===== src/hdl/rgbbs_pkg.sv =====
// shared types and constants of the rgb bilinear sampler
// no dependencies
package rgbbs_pkg;

  localparam int DIM_W  = 11;
  localparam int POS_W  = 18;
  localparam int FRAC_W = 8;
  localparam int INT_W  = POS_W - FRAC_W;
  localparam int IDX_W  = 20;
  localparam int CH_W   = 8;
  localparam int PIX_W  = 3 * CH_W;
  localparam int ROW_W  = 2 * DIM_W;
  localparam int WGT_W  = 17;
  localparam int ACC_W  = 24;
  localparam int LVL_W  = 16;

  // input beat layout
  localparam int IN_TDATA_W  = 80;
  localparam int IN_TUSER_W  = 2;
  localparam int IDX_LSB     = 0;
  localparam int RED_LSB     = 20;
  localparam int GRN_LSB     = 28;
  localparam int BLU_LSB     = 36;
  localparam int PX_LSB      = 44;
  localparam int PY_LSB      = 62;
  localparam int TU_CMD      = 0;
  localparam int TU_STREAM   = 1;

  localparam int OUT_TDATA_W = 3 * LVL_W;

  localparam int CFG_AW = 3;
  localparam int CFG_DW = 32;

  localparam logic [DIM_W-1:0] FRAME_WIDTH_RST  = 11'd640;
  localparam logic [DIM_W-1:0] FRAME_HEIGHT_RST = 11'd480;
  localparam logic [FRAC_W:0]  FRAC_ONE         = 9'd256;

  localparam logic CMD_WRITE  = 1'b0;
  localparam logic CMD_SAMPLE = 1'b1;

  localparam logic REG_FRAME_WIDTH  = 1'b0;
  localparam logic REG_FRAME_HEIGHT = 1'b1;

  typedef struct packed {
    logic       load;
    logic       wr;
    logic       rd;
    logic [1:0] nbr;
    logic       acc_en;
    logic       acc_first;
    logic       out_load;
  } dp_cmd_t;

  typedef struct packed {
    logic out_free;
  } dp_sts_t;

endpackage


===== src/hdl/rgbbs_cfg.sv =====
// apb configuration registers of the rgb bilinear sampler
// also derives the last pixel index of the frame; uses rgbbs_pkg
module rgbbs_cfg
  import rgbbs_pkg::*;
#(
  parameter int MAX_PIXELS = 1048576
) (
  input  logic                          clk,
  input  logic                          rst_n,
  input  logic                          psel,
  input  logic                          penable,
  input  logic                          pwrite,
  input  logic [CFG_AW-1:0]             paddr,
  input  logic [CFG_DW-1:0]             pwdata,
  output logic [CFG_DW-1:0]             prdata,
  output logic                          pready,
  output logic [DIM_W-1:0]              frame_width,
  output logic                          frame_empty,
  output logic [$clog2(MAX_PIXELS)-1:0] last_idx
);

  localparam int IW = $clog2(MAX_PIXELS);

  logic [DIM_W-1:0] width_r, width_nxt;
  logic [DIM_W-1:0] height_r, height_nxt;
  logic [IW-1:0]    last_r;
  logic             wr_en;
  logic [ROW_W-1:0] npix;
  logic [31:0]      npix_sat;

  assign pready = 1'b1;
  assign wr_en  = psel && penable && pwrite;

  always_comb begin
    width_nxt  = width_r;
    height_nxt = height_r;
    if (wr_en) begin
      unique case (paddr[2])
        REG_FRAME_WIDTH:  width_nxt  = pwdata[DIM_W-1:0];
        REG_FRAME_HEIGHT: height_nxt = pwdata[DIM_W-1:0];
        default:          width_nxt  = width_r;
      endcase
    end
  end

  always_ff @(posedge clk) begin
    if (!rst_n) begin
      width_r  <= FRAME_WIDTH_RST;
      height_r <= FRAME_HEIGHT_RST;
    end else begin
      width_r  <= width_nxt;
      height_r <= height_nxt;
    end
  end

  // pixel count saturated at the store size, minus one
  assign npix     = ROW_W'(width_r * height_r);
  assign npix_sat = (32'(npix) > 32'(MAX_PIXELS)) ? 32'(MAX_PIXELS) : 32'(npix);

  always_ff @(posedge clk) begin
    last_r <= IW'(npix_sat - 32'd1);
  end

  assign prdata      = (paddr[2] == REG_FRAME_HEIGHT) ? CFG_DW'(height_r) : CFG_DW'(width_r);
  assign frame_width = width_r;
  assign frame_empty = (width_r == '0) || (height_r == '0);
  assign last_idx    = last_r;

endmodule


===== config.mk =====
export PLATFORM = sky130hd
export DESIGN_NAME = rgbbs_cfg
export DESIGN_NICKNAME = d
export VERILOG_FILES = /design/src/hdl/rgbbs_pkg.sv /design/src/hdl/rgbbs_cfg.sv
export SDC_FILE = /design/constraint.sdc
export NUM_CORES = 1
export LEC_CHECK = 0
export ABC_CLOCK_PERIOD_IN_PS = 6600
export BUFFER_PORTS_ARGS = -buffer_cell sky130_fd_sc_hd__buf_2
export CAP_MARGIN = 10
export CORE_MARGIN = 8
export CORE_UTILIZATION = 54
export CTS_BUF_LIST = sky130_fd_sc_hd__clkbuf_8
export DETAILED_ROUTE_END_ITERATION = 16
export PLACE_DENSITY = 0.8
export REMOVE_ABC_BUFFERS = 1
export SLEW_MARGIN = 40
export SYNTH_ARGS = -nofsm -noshare
export SYNTH_HDL_FRONTEND = slang
export SYNTH_SLANG_ARGS = --single-unit

===== constraint.sdc =====
create_clock -name clk -period 6.6 [get_ports clk]
set_input_delay 1.32 -clock clk [delete_from_list [all_inputs] [get_ports clk]]
set_output_delay 1.32 -clock clk [all_outputs]
set_load 0.005 [all_outputs]

### Word-level counts from Yosys, hierarchy flattened

Cells that the tools add are included.

* bits in registers: 42
* input bits: 40
* output and inout bits: 65
* logic and storage cells: 16

* add/subtract/negate cells: 1
* multipliers: 1
* order comparisons: 1
* multiplexer cells: 2
* bitwise gates (word level): 1
* reduce and logical (&&, ||, !) cells: 7

Operator list (number)
* $gt 22x21->1 const B: 1
* $logic_not 11->1: 2
* $mul 11x11->22: 1
* $mux 20: 1
* $sub 20x1->20 const B: 1
* $mux 11: 1
* $reduce_and 2->1: 2
* $logic_and 1x1->1: 2
* $logic_or 1x1->1: 1
* $not 1->1: 1

### Logic depth before layout (Yosys ltp)

* depth after elaboration: 4
* mapped depth: 30
* depth with buffers taken out: 27

### Least setup slack after synthesis

OpenSTA, ideal clock, no wires.

* kind: register to register
* from: register width_r[8] (netlist: frame_width[8])
* to: register last_r[18] (netlist: last_idx[18])
* setup time: 0.140 ns
* arrival time: 6.588 ns
* data required time: 6.460 ns
* slack: -0.128 ns
* stages on the path, launching flop included: 29
* path buffers: 3
* clock period less this slack: 6.728 ns
* cell sequence: dfxtp_1 clkbuf_1 nand2_1 fa_1 inv_1 fa_1 fa_1 fa_1 inv_1 fa_1 inv_1 ha_1 clkbuf_1 a211oi_1 o211ai_1 a22oi_1 o21ai_0 a21o_1 a21oi_1 xor2_1 nor2_1 buf_2 nand2_1 ha_1 nand2_1 nor4_1 nand2_1 xnor2_1 o21ai_0

* cells in the longest elaborated chain, start to end: 4

RTL lines
* start: declaration: line rgbbs_cfg.sv:24 `logic [DIM_W-1:0] width_r, width_nxt;`
* start signal: assignment: line rgbbs_cfg.sv:51 `width_r <= width_nxt;`
* $mul 11x11->22 *: line rgbbs_cfg.sv:57 `assign npix = ROW_W'(width_r * height_r);`
* $gt 22x21->1: line rgbbs_cfg.sv:58 `assign npix_sat = (32'(npix) > 32'(MAX_PIXELS)) ? 32'(MAX_PIXELS) : 32'(npix);`
* $mux 20 *: line rgbbs_cfg.sv:58
* $sub 20x1->20 *: line rgbbs_cfg.sv:61 `last_r <= IW'(npix_sat - 32'd1);`
* end signal: assignment: line rgbbs_cfg.sv:61
* end: declaration: line rgbbs_cfg.sv:26 `logic [IW-1:0] last_r;`

Every way passes the cells marked *; elsewhere a longest branch is shown, timed or not.
A chain may end at the register's enable or synchronous reset.

### Final worst setup path

* from: register width_r[6] (netlist: frame_width[6])
* to: register last_r[14] (netlist: last_idx[14])

Same word-level chain as after synthesis.

==> impl_metrics.ini <==
[routing]
drc = 0
ant_nets = 0
wirelength_mm = 15.2
num_vias = 5417
drt-vias-per-instance = 5.40
firstDrtPassIters = 6
first_iter_violations = 407
routedWlPerCell_um = 15.1

[synth]
synthArstFlopShare = 0
synth_top_area_cell = fa_1
synth.most_common_cell = nand2_1
synth_common_cells = nand2_1 (121), inv_1 (99), fa_1 (80), and2_1 (72), ha_1 (61)
synth_top_area_frac = 0.251
ys_warn_count = 0
ys.flop_type = dfxtp_1
syn_area_per_cell_um2 = 8.44
yosysSeqAreaShare = 0.132
synth_area_leaders = fa_1 (25%), dfxtp_1 (13%), ha_1 (12%)
synth_edf_count = 0
netlist_area_mm2 = 0.00638
syn_inst = 756
ys_types = 64
synth_seq_cells = 42

[floorplanning]
initial_core_util = 0.557
coreArea_mm2 = 0.0115
die_width_um = 125
num_io_pins = 105
dieArea_mm2 = 0.0156
die_h_um = 125
num_rows = 39

[sta]
max_freq_mhz = 157
setup_viol = 0
timing.final.crit_period_ps = 6380
tightest_slew_ps = 824
hold_viol = 0
drv_slew = 0
clock_skew_ps = 16.1
slew_headroom = 0.449
period_share = 0.966
finalWorstSetupSlack_ps = 223

[critical_path]
critPathLaunchType = flop
cp.required_ps = 6760
cp.arrival_ps = 6540
r2r_slack_ps = 220
cp-end-kind = flop
worstPathMaxFanout = 8
crit_type = reg -> reg

[cells_and_area]
antenna_cells = 0
post-route-cell-area_mm2 = 0.00744
finalNetCount = 1041
syn_to_final_growth_pct = 16.6
drive_above_1_share = 0.236

[run]
cap_violations = 0

[grt]
grt_pass1_vias = 5524
antenna_found_initial = 0
grt_overflow = 0
grt_usage = 0.190
grt_first_pass_wirelength_mm = 25.2
grt_max_degree = 23

[outcome]
status = completed

[pwr]
ir_worst_vdd_mv = 0.102
comb_power_share = 0.488
total_power_uw = 931
power_switching_uw = 339
p_leak_nw = 3.80
switching_share = 0.364
seqPwrFrac = 0.323
power_density_mw_per_mm2 = 125
clockPowerShare = 0.189
p_int_uw = 592

[clock_network]
clock_latency_ps = 320
clock-root-buffer = clkbuf_8
h-tree-depth = 2
cts_tree = built
clkTransAtPathRegs_ps = 90
ctsLongestPathBuffers = 2
cts_made_buffers = 5
clkSinkCount = 42

[placement]
hpwlAfterDp_mm = 12.3
placed_area_mm2 = 0.00718
gp_congestion = 0.882
port_buffers = 59
place_ws_ps = -91.2

[worst_hold_path]
hold_path_class = reg -> reg
-- metal layers --
metal  GRT usage  up-vias  share of wire
li1            -     2581              -
met1       0.235     2628           0.42
met2       0.327      181           0.51
met3      0.0379       27          0.059
met4      0.0510        0          0.018
met5           0        -              0
-- registers in the layout (all words and copies together) (netlist names) --
| signal | count |
|---|---|
| frame_width | 11 |
| height_r | 11 |
| last_idx | 20 |
-- critical path, stage by stage (launching register included) --
cell      delay (ps)
dfxtp_4          390
and2_1           180
fa_1             490
fa_1             590
fa_1             440
fa_1             550
inv_1             50
fa_1             530
inv_1             50
ha_2             200
a21o_1           180
a31o_1           230
or4_1            520
o21a_1           190
o21ai_2           60
and4bb_2         280
a41oi_4          160
nor2_4           180
nand3_4          100
ha_4             210
nand2_1          100
nor4_2            50
buf_4            140
and2_1           170
nand2_1           90
o311ai_2          90
-- timing repair --
action                     4_1_cts  5_1_grt
hold buffers                     0        0
gates resized for setup          7       40
pin swaps                        1       10
gates cloned                     0        0
buffers inserted                 0        6
setup endpoints to repair        6        8
-- placed cells by master (no fill, tap or decap), drive strengths merged, types with 15 or more instances in the layout --
cell type	Yosys	routed
buf	27	139
nand2	121	121
inv	99	100
fa	80	80
and2	72	72
ha	61	61
dfxtp	42	42
conb	2	22
nand3	19	19
nor2	19	19
a21oi	18	18
o21ai	17	17
a21boi	16	16
xnor2	15	15
-- final cells by class --
type | count | area (um^2)
multi-input combinational | 573 | 5010
fill | 943 | 4020
timing repair buffer | 139 | 916
sequential | 42 | 878
inverter | 99 | 372
tap | 143 | 179
clock buffer | 6 | 82.6
clock inverter | 2 | 8.76
-- power groups by stage --
stage	logic (mW)	clock network, mW	registers [mW]
finish	0.455	0.176	0.301
global route	0.510	0.190	0.305
CTS	0.445	0.177	0.302
detailed placement	0.441	0	0.308
global placement	0.432	0	0.308
floorplan	0.261	0	0.316
-- cell families (layout without fill, tap and decap cells) --
| group | Yosys count | after routing | share of synthesized area |
|---|---|---|---|
| DFF | 42 | 42 | 0.132 |
| xor gates and xnor gates | 25 | 25 | 0.0343 |
| other | 2 | 22 | 0.00118 |
| buffers and inverters | 161 | 246 | 0.109 |
| and+or+nand+nor | 271 | 271 | 0.213 |
| AOI/OAI and AO/OA | 98 | 98 | 0.113 |
| muxes | 16 | 16 | 0.0272 |
| adders and majority gates | 141 | 141 | 0.370 |
-- stage by stage --
step	utilization	hold WS, ps	setup TNS [ps]	cells
floorplan	-	506	-441	714
global placement	0.626	571	0	990
detailed placement	0.626	577	-269	990
CTS	0.635	541	0	998
global route	0.649	543	-37.7	1004
finish	0.649	538	0	1004
-- worst paths after layout --
kind,to,depth (start not counted),start
worst max register to register,last_idx[14],25,frame_width[6]
worst max-delay path,last_idx[14],25,frame_width[6]
worst min register to register,frame_width[2],2,frame_width[2]
worst min-delay path,frame_width[2],2,frame_width[2]
Note: power is estimated with default switching activity, not from simulation.
