**src/hdl/rgbbs_pkg.sv**
```systemverilog
// shared types and constants of the rgb bilinear sampler
// no dependencies
package rgbbs_pkg;

  localparam int DIM_W  = 11;
  localparam int POS_W  = 18;
  localparam int FRAC_W = 8;
  localparam int INT_W  = POS_W - FRAC_W;
  localparam int IDX_W  = 20;
  localparam int CH_W   = 8;
  localparam int PIX_W  = 3 * CH_W;
  localparam int ROW_W  = 2 * DIM_W;
  localparam int WGT_W  = 17;
  localparam int ACC_W  = 24;
  localparam int LVL_W  = 16;

  // input beat layout
  localparam int IN_TDATA_W  = 80;
  localparam int IN_TUSER_W  = 2;
  localparam int IDX_LSB     = 0;
  localparam int RED_LSB     = 20;
  localparam int GRN_LSB     = 28;
  localparam int BLU_LSB     = 36;
  localparam int PX_LSB      = 44;
  localparam int PY_LSB      = 62;
  localparam int TU_CMD      = 0;
  localparam int TU_STREAM   = 1;

  localparam int OUT_TDATA_W = 3 * LVL_W;

  localparam int CFG_AW = 3;
  localparam int CFG_DW = 32;

  localparam logic [DIM_W-1:0] FRAME_WIDTH_RST  = 11'd640;
  localparam logic [DIM_W-1:0] FRAME_HEIGHT_RST = 11'd480;
  localparam logic [FRAC_W:0]  FRAC_ONE         = 9'd256;

  localparam logic CMD_WRITE  = 1'b0;
  localparam logic CMD_SAMPLE = 1'b1;

  localparam logic REG_FRAME_WIDTH  = 1'b0;
  localparam logic REG_FRAME_HEIGHT = 1'b1;

  typedef struct packed {
    logic       load;
    logic       wr;
    logic       rd;
    logic [1:0] nbr;
    logic       acc_en;
    logic       acc_first;
    logic       out_load;
  } dp_cmd_t;

  typedef struct packed {
    logic out_free;
  } dp_sts_t;

endpackage

```
**src/hdl/rgbbs_ctrl.sv**
```systemverilog
// sequencing controller of the rgb bilinear sampler
// drives the datapath through dp_cmd_t; uses rgbbs_pkg
module rgbbs_ctrl
  import rgbbs_pkg::*;
(
  input  logic    clk,
  input  logic    rst_n,
  input  logic    in_tvalid,
  input  logic    in_command,
  output logic    in_tready,
  input  dp_sts_t sts,
  output dp_cmd_t cmd
);

  typedef enum logic [6:0] {
    S_IDLE = 7'b0000001,
    S_RD0  = 7'b0000010,
    S_RD1  = 7'b0000100,
    S_RD2  = 7'b0001000,
    S_RD3  = 7'b0010000,
    S_FIN  = 7'b0100000,
    S_OUT  = 7'b1000000
  } state_t;

  state_t state_r, state_nxt;

  assign in_tready = (state_r == S_IDLE);

  always_comb begin
    state_nxt = state_r;
    cmd       = '0;
    unique case (state_r)
      S_IDLE: begin
        if (in_tvalid) begin
          if (in_command == CMD_SAMPLE) begin
            cmd.load  = 1'b1;
            state_nxt = S_RD0;
          end else begin
            cmd.wr = 1'b1;
          end
        end
      end
      S_RD0: begin
        cmd.rd    = 1'b1;
        cmd.nbr   = 2'd0;
        state_nxt = S_RD1;
      end
      S_RD1: begin
        cmd.rd        = 1'b1;
        cmd.nbr       = 2'd1;
        cmd.acc_en    = 1'b1;
        cmd.acc_first = 1'b1;
        state_nxt     = S_RD2;
      end
      S_RD2: begin
        cmd.rd     = 1'b1;
        cmd.nbr    = 2'd2;
        cmd.acc_en = 1'b1;
        state_nxt  = S_RD3;
      end
      S_RD3: begin
        cmd.rd     = 1'b1;
        cmd.nbr    = 2'd3;
        cmd.acc_en = 1'b1;
        state_nxt  = S_FIN;
      end
      S_FIN: begin
        cmd.acc_en = 1'b1;
        state_nxt  = S_OUT;
      end
      S_OUT: begin
        // hold here while the output register is still full
        if (sts.out_free) begin
          cmd.out_load = 1'b1;
          state_nxt    = S_IDLE;
        end
      end
      default: state_nxt = S_IDLE;
    endcase
  end

  always_ff @(posedge clk) begin
    if (!rst_n) begin
      state_r <= S_IDLE;
    end else begin
      state_r <= state_nxt;
    end
  end

endmodule

```
**config.mk**
```make
export PLATFORM = sky130hd
export DESIGN_NAME = rgbbs_ctrl
export DESIGN_NICKNAME = d
export VERILOG_FILES = /design/src/hdl/rgbbs_pkg.sv /design/src/hdl/rgbbs_ctrl.sv
export SDC_FILE = /design/constraint.sdc
export NUM_CORES = 1
export LEC_CHECK = 0
export BUFFER_PORTS_ARGS = -buffer_cell sky130_fd_sc_hd__buf_2
export CORE_AREA = 3 3 40 42
export CTS_CLUSTER_DIAMETER = 200
export CTS_CLUSTER_SIZE = 24
export DETAILED_ROUTE_END_ITERATION = 8
export DIE_AREA = 0 0 43 45
export GPL_TIMING_DRIVEN = 0
export PLACE_DENSITY = 0.53
export SLEW_MARGIN = 25
export SYNTH_ARGS = -nofsm -noshare
export SYNTH_HDL_FRONTEND = slang
export SYNTH_SLANG_ARGS = --single-unit
```
**constraint.sdc**
```tcl
create_clock -name clk -period 2.9 [get_ports clk]
set_input_delay 0.145 -clock clk [delete_from_list [all_inputs] [get_ports clk]]
set_output_delay 0.145 -clock clk [all_outputs]
set_load 0.03 [all_outputs]
```
### Word-level counts from Yosys, hierarchy flattened

Cells that the tools add are included.

| storage, ports and cells | value |
|---|---|
| register bits | 7 |
| input bits | 5 |
| output and inout port bits | 9 |
| logic and storage cells | 26 |

| cells by class | value |
|---|---|
| equality and inequality tests | 10 |
| mux-type cells | 13 |
| reduce and logical (&&, ||, !) cells | 2 |

Operator list:

| cell | number |
|---|---|
| 7-bit case mux with 7 select lines | 1 |
| 7-bit two-way mux | 3 |
| 3-bit case mux with 4 select lines | 1 |
| 7-bit by 1-bit equality test with 1-bit output (second input constant) | 1 |
| 7-bit by 2-bit equality test with 1-bit output (second input constant) | 1 |
| 7-bit by 3-bit equality test with 1-bit output (second input constant) | 1 |
| 7-bit by 4-bit equality test with 1-bit output (second input constant) | 1 |
| 7-bit by 5-bit equality test with 1-bit output (second input constant) | 1 |
| 7-bit by 6-bit equality test with 1-bit output (second input constant) | 1 |
| 7-bit equality test (second input constant) | 1 |
| 1-bit two-way mux | 6 |
| 2-bit != test (second input constant) | 3 |
| 2-bit two-way mux | 2 |
| 4-bit OR reduction | 1 |
| 3-bit AND reduction | 1 |

### Logic depth before layout (Yosys ltp)

| depth | value |
|---|---|
| depth in word-level cells | 3 |
| gate-level depth with buffers | 4 |
| depth with buffers taken out | 4 |

### Worst setup path after synthesis

No wires, ideal clock.

| timing | value |
|---|---|
| path kind | reg-to-output |
| from | register state_r[5] |
| to | output cmd[6] in the netlist's numbering |
| arrival time | 1.582 ns |
| data required time | 2.755 ns |
| path slack | 1.173 ns |
| stages on the path, launching flop included | 4 |
| path buffers | 0 |
| cells stage by stage | dfxtp_1 nor4b_4 nand2_1 nor3b_1 |

RTL lines:

| element | RTL line | text |
|---|---|---|
| start, declared | rgbbs_ctrl.sv:25 | `state_t state_r, state_nxt;` |
| start signal, assigned | rgbbs_ctrl.sv:86 | `state_r <= state_nxt;` |
| end, declared | rgbbs_ctrl.sv:12 | `output dp_cmd_t cmd` |

==> impl.org <==
** Final layout
- In the final layout, the multi-input gates occupy 282 um2.
- The number of antenna diodes in the final layout is 0.
- Final design instance area without fill :: 551 um2
- Fill cells in the final layout number 137.
- The register with the most flip-flops in the layout has 7 of them.
- Layout net count :: 79
- The largest registers in the layout are state_r (7).
- Area growth from synthesis to final layout :: 25.0%
- Top reg by flops :: state_r
- Of the cells placed in the final design, the portion with a size suffix greater than 1 is 28.8%.
- Registers take 140 um2.

** Global routing
- Global routing used 12.3% of the available tracks across all layers.
- Number of antenna violations at the first check in global routing :: 0
- Entering global routing, the biggest net connects 9 pins.
- Via count of the first global-routing pass :: 416
- The first global-routing pass estimated 1.70 mm of wire.
- Final global-route overflow total :: 0

** Status
- Outcome :: completed

** Die
- Measured along the y axis, the die boundary spans 45 um.
- Core Area :: 1280 um2
- 14 I/O pins were placed.
- Initial core utilization :: 34.3%
- The floorplan has 13 rows.
- The die is 43 um wide.
- Die Area :: 1940 um2

** STA
- Final Cycle Share :: 59.6%
- Setup violations remaining at the end of the flow were counted as 0.
- Max-slew violations :: 0
- Post-layout min period :: 1.73 ns
- The clock arrives with 0.00134 ns of skew.
- Setup TNS :: 0 ns
- Highest Clock Rate :: 0.578 GHz
- At the pin with the least slew margin, the transition time is 0.319 ns.
- Setup repair after global routing missed its margin :: false
- Normalized max-slew margin :: 78.6%
- The hold violation total from the final report was 0.

** CTS
- At the later pin of the worst-skew pair, clock insertion delay measures 0.25 ns.
- Count of clock tree sinks :: 7
- After clock tree synthesis, the clock-pin slew on the worst setup and hold paths is 0.05 ns.
- CTS tree :: done
- TritonCTS created 3 clock buffers.
- For this design, the CTS-stage hold fixing added 0 buffers.
- Clk Tree Root Cell :: sky130_fd_sc_hd__clkbuf_4
- In this run the deepest clock path goes through 2 buffers.
- The number of gates resized after CTS was 0.
- Setup Fix Bufs, Post-CTS :: 0
- H-tree lvl count :: 1

** Synthesis
- Sequential cell area fraction in the yosys report :: 31.8%
- Synthesis inferred 7 register bits.
- Cell area after synthesis :: 440 um2
- By instance count, the leading cell after synthesis is sky130_fd_sc_hd__nor2_1.
- For this run, the number of Yosys warnings is 0.
- After synthesis, the share of flip-flops with an asynchronous set or reset is 0%.
- Summed over all instances, the cell type with the most area after synthesis is sky130_fd_sc_hd__dfxtp_1.
- The cell count after synthesis came out at 56.
- Top FF cell, synth :: sky130_fd_sc_hd__dfxtp_1
- Net count after synthesis :: 61
- Count of cell types in the netlist :: 25
- Counting flops with a built-in enable in the synthesized netlist gives 0.
- Most common library cells after synthesis :: 8 x sky130_fd_sc_hd__nor2_1, 7 x sky130_fd_sc_hd__dfxtp_1, 7 x sky130_fd_sc_hd__nand2_1
- Mean post-synth cell area :: 7.86 um2
- In this run the biggest area consumer among cell types represents 31.8% of the synthesized area.
- Sorting the synthesized cells by area gives the leading types as sky130_fd_sc_hd__dfxtp_1 32%, sky130_fd_sc_hd__nor3_1 6.8%, sky130_fd_sc_hd__nor2_1 6.8%.

** Power
- Summed over all cells, the static leakage comes to 0.254 nW.
- Maximum ir drop on the vdd rail :: 0.202 mV
- For this design the ratio of total power to cell area is 421 nW/um2.

** Critical path
- The worst register-to-register path has a setup slack of 1.54 ns.
- CP Data Arrival Time :: 1.58 ns
- In this run the worst path has a maximum fanout of 7.
- STA puts the critical path data required time at 2.76 ns.
- STA classifies the critical path endpoint as an output pin.
- Crit Path Class :: flip-flop to output pin
- STA classifies the critical path startpoint as a flip-flop.

** Routing
- Remaining routing DRC violations :: 0
- The first routing iteration left 17 violations.
- Count of vias placed by the detailed router :: 445
- The pre-antenna-repair detailed-routing pass consisted of 4 iterations.
- Summed over all nets, wire length on met2 after detailed routing comes to 446 um.
- The detailed router used layers up to and including met3.
- Count of antenna-violating nets left after detailed routing :: 0
- Met3 routed wirelength :: 42 um
- Final routed wirelength across all metal layers :: 988 um
- In the routed layout, each cell is associated on average with a via count of 5.06.
- WL met1 :: 499 um
- After detailed routing, the average wire length per cell comes to 11.2 um.

** Run
- Max-cap violation count :: 0

** Placement
- IO Port Bufs :: 13
- Gp weighted congestion :: 0.701
- Cell Area, Placed :: 524 um2
- The HPWL after detailed placement is 752 um.

** Hold path
- The min-delay analysis places its worst path in the category input port to flip-flop.
worst paths after layout:
path / start / to / cells past startpoint
worst max-delay path: state_r[2] / cmd[6] / 4
worst min-delay path: rst_n / state_r[6] / 3
worst max register to register: state_r[2] / state_r[4] / 4
worst min register to register: state_r[1] / state_r[2] / 2
final cells by class:
cell class | count | area share [%]
timing repair buffer | 13 | 11.8
inverter | 5 | 3.41
tap | 15 | 3.41
clock buffer | 4 | 4.77
multi-input combinational | 44 | 51.1
sequential | 7 | 25.5
per-layer routing:
layer	GRT usage [%]	up-vias
met2	18.6	11
met1	14.8	203
met4	10.8	0
met3	2.79	0
li1	-	231
met5	0	-
power by group:
part | internal, mW | switching (mW)
Clock | 0.0525 | 0.0352
Combinational | 0.0151 | 0.0274
Sequential | 0.0985 | 0.00322
Total | 0.166 | 0.0658
worst max-delay path: stages, from the launching register on:
cell and delay, ns:
sky130_fd_sc_hd__dfxtp_1 0.37, sky130_fd_sc_hd__nor3_4 0.34, sky130_fd_sc_hd__nand2_1 0.19, sky130_fd_sc_hd__nor3b_1 0.21
sky130_fd_sc_hd__buf_2 0.22
stage by stage:
stage	utilization, %	power, mW	std cells	hold slack (ns)	setup WS (ns)
5_1_grt	42.8	0.248	88	0.190	1.03
3_5_place_dp	40.8	0.146	84	0.446	1.45
4_1_cts	42.8	0.237	88	0.177	1.16
3_3_place_gp	40.8	0.146	84	0.450	1.46
2_1_floorplan	-	0.134	56	0.320	1.17
6_report	42.8	0.232	88	0.185	1.17
logic make-up (layout without fill, tap and decap cells):
kind of cell,Yosys count,count (layout),synth area share (%)
AND/OR/NAND/NOR,32,32,42.6
AO/OA/AOI/OAI,11,11,19.3
flip-flops,7,7,31.8
buffers and inverters,5,22,4.26
XOR/XNOR,1,1,1.99
placed cells by master (no fill, tap or decap), types with 2 or more instances in the layout:
cell,instances
sky130_fd_sc_hd__buf_2,13
sky130_fd_sc_hd__nor2_1,8
sky130_fd_sc_hd__nand2_1,7
sky130_fd_sc_hd__dfxtp_1,7
sky130_fd_sc_hd__nor3_1,6
sky130_fd_sc_hd__inv_1,5
sky130_fd_sc_hd__clkbuf_4,3
sky130_fd_sc_hd__nand2b_1,2
sky130_fd_sc_hd__o211ai_1,2
sky130_fd_sc_hd__nor3b_1,2
(Power assumes the default switching activity.)
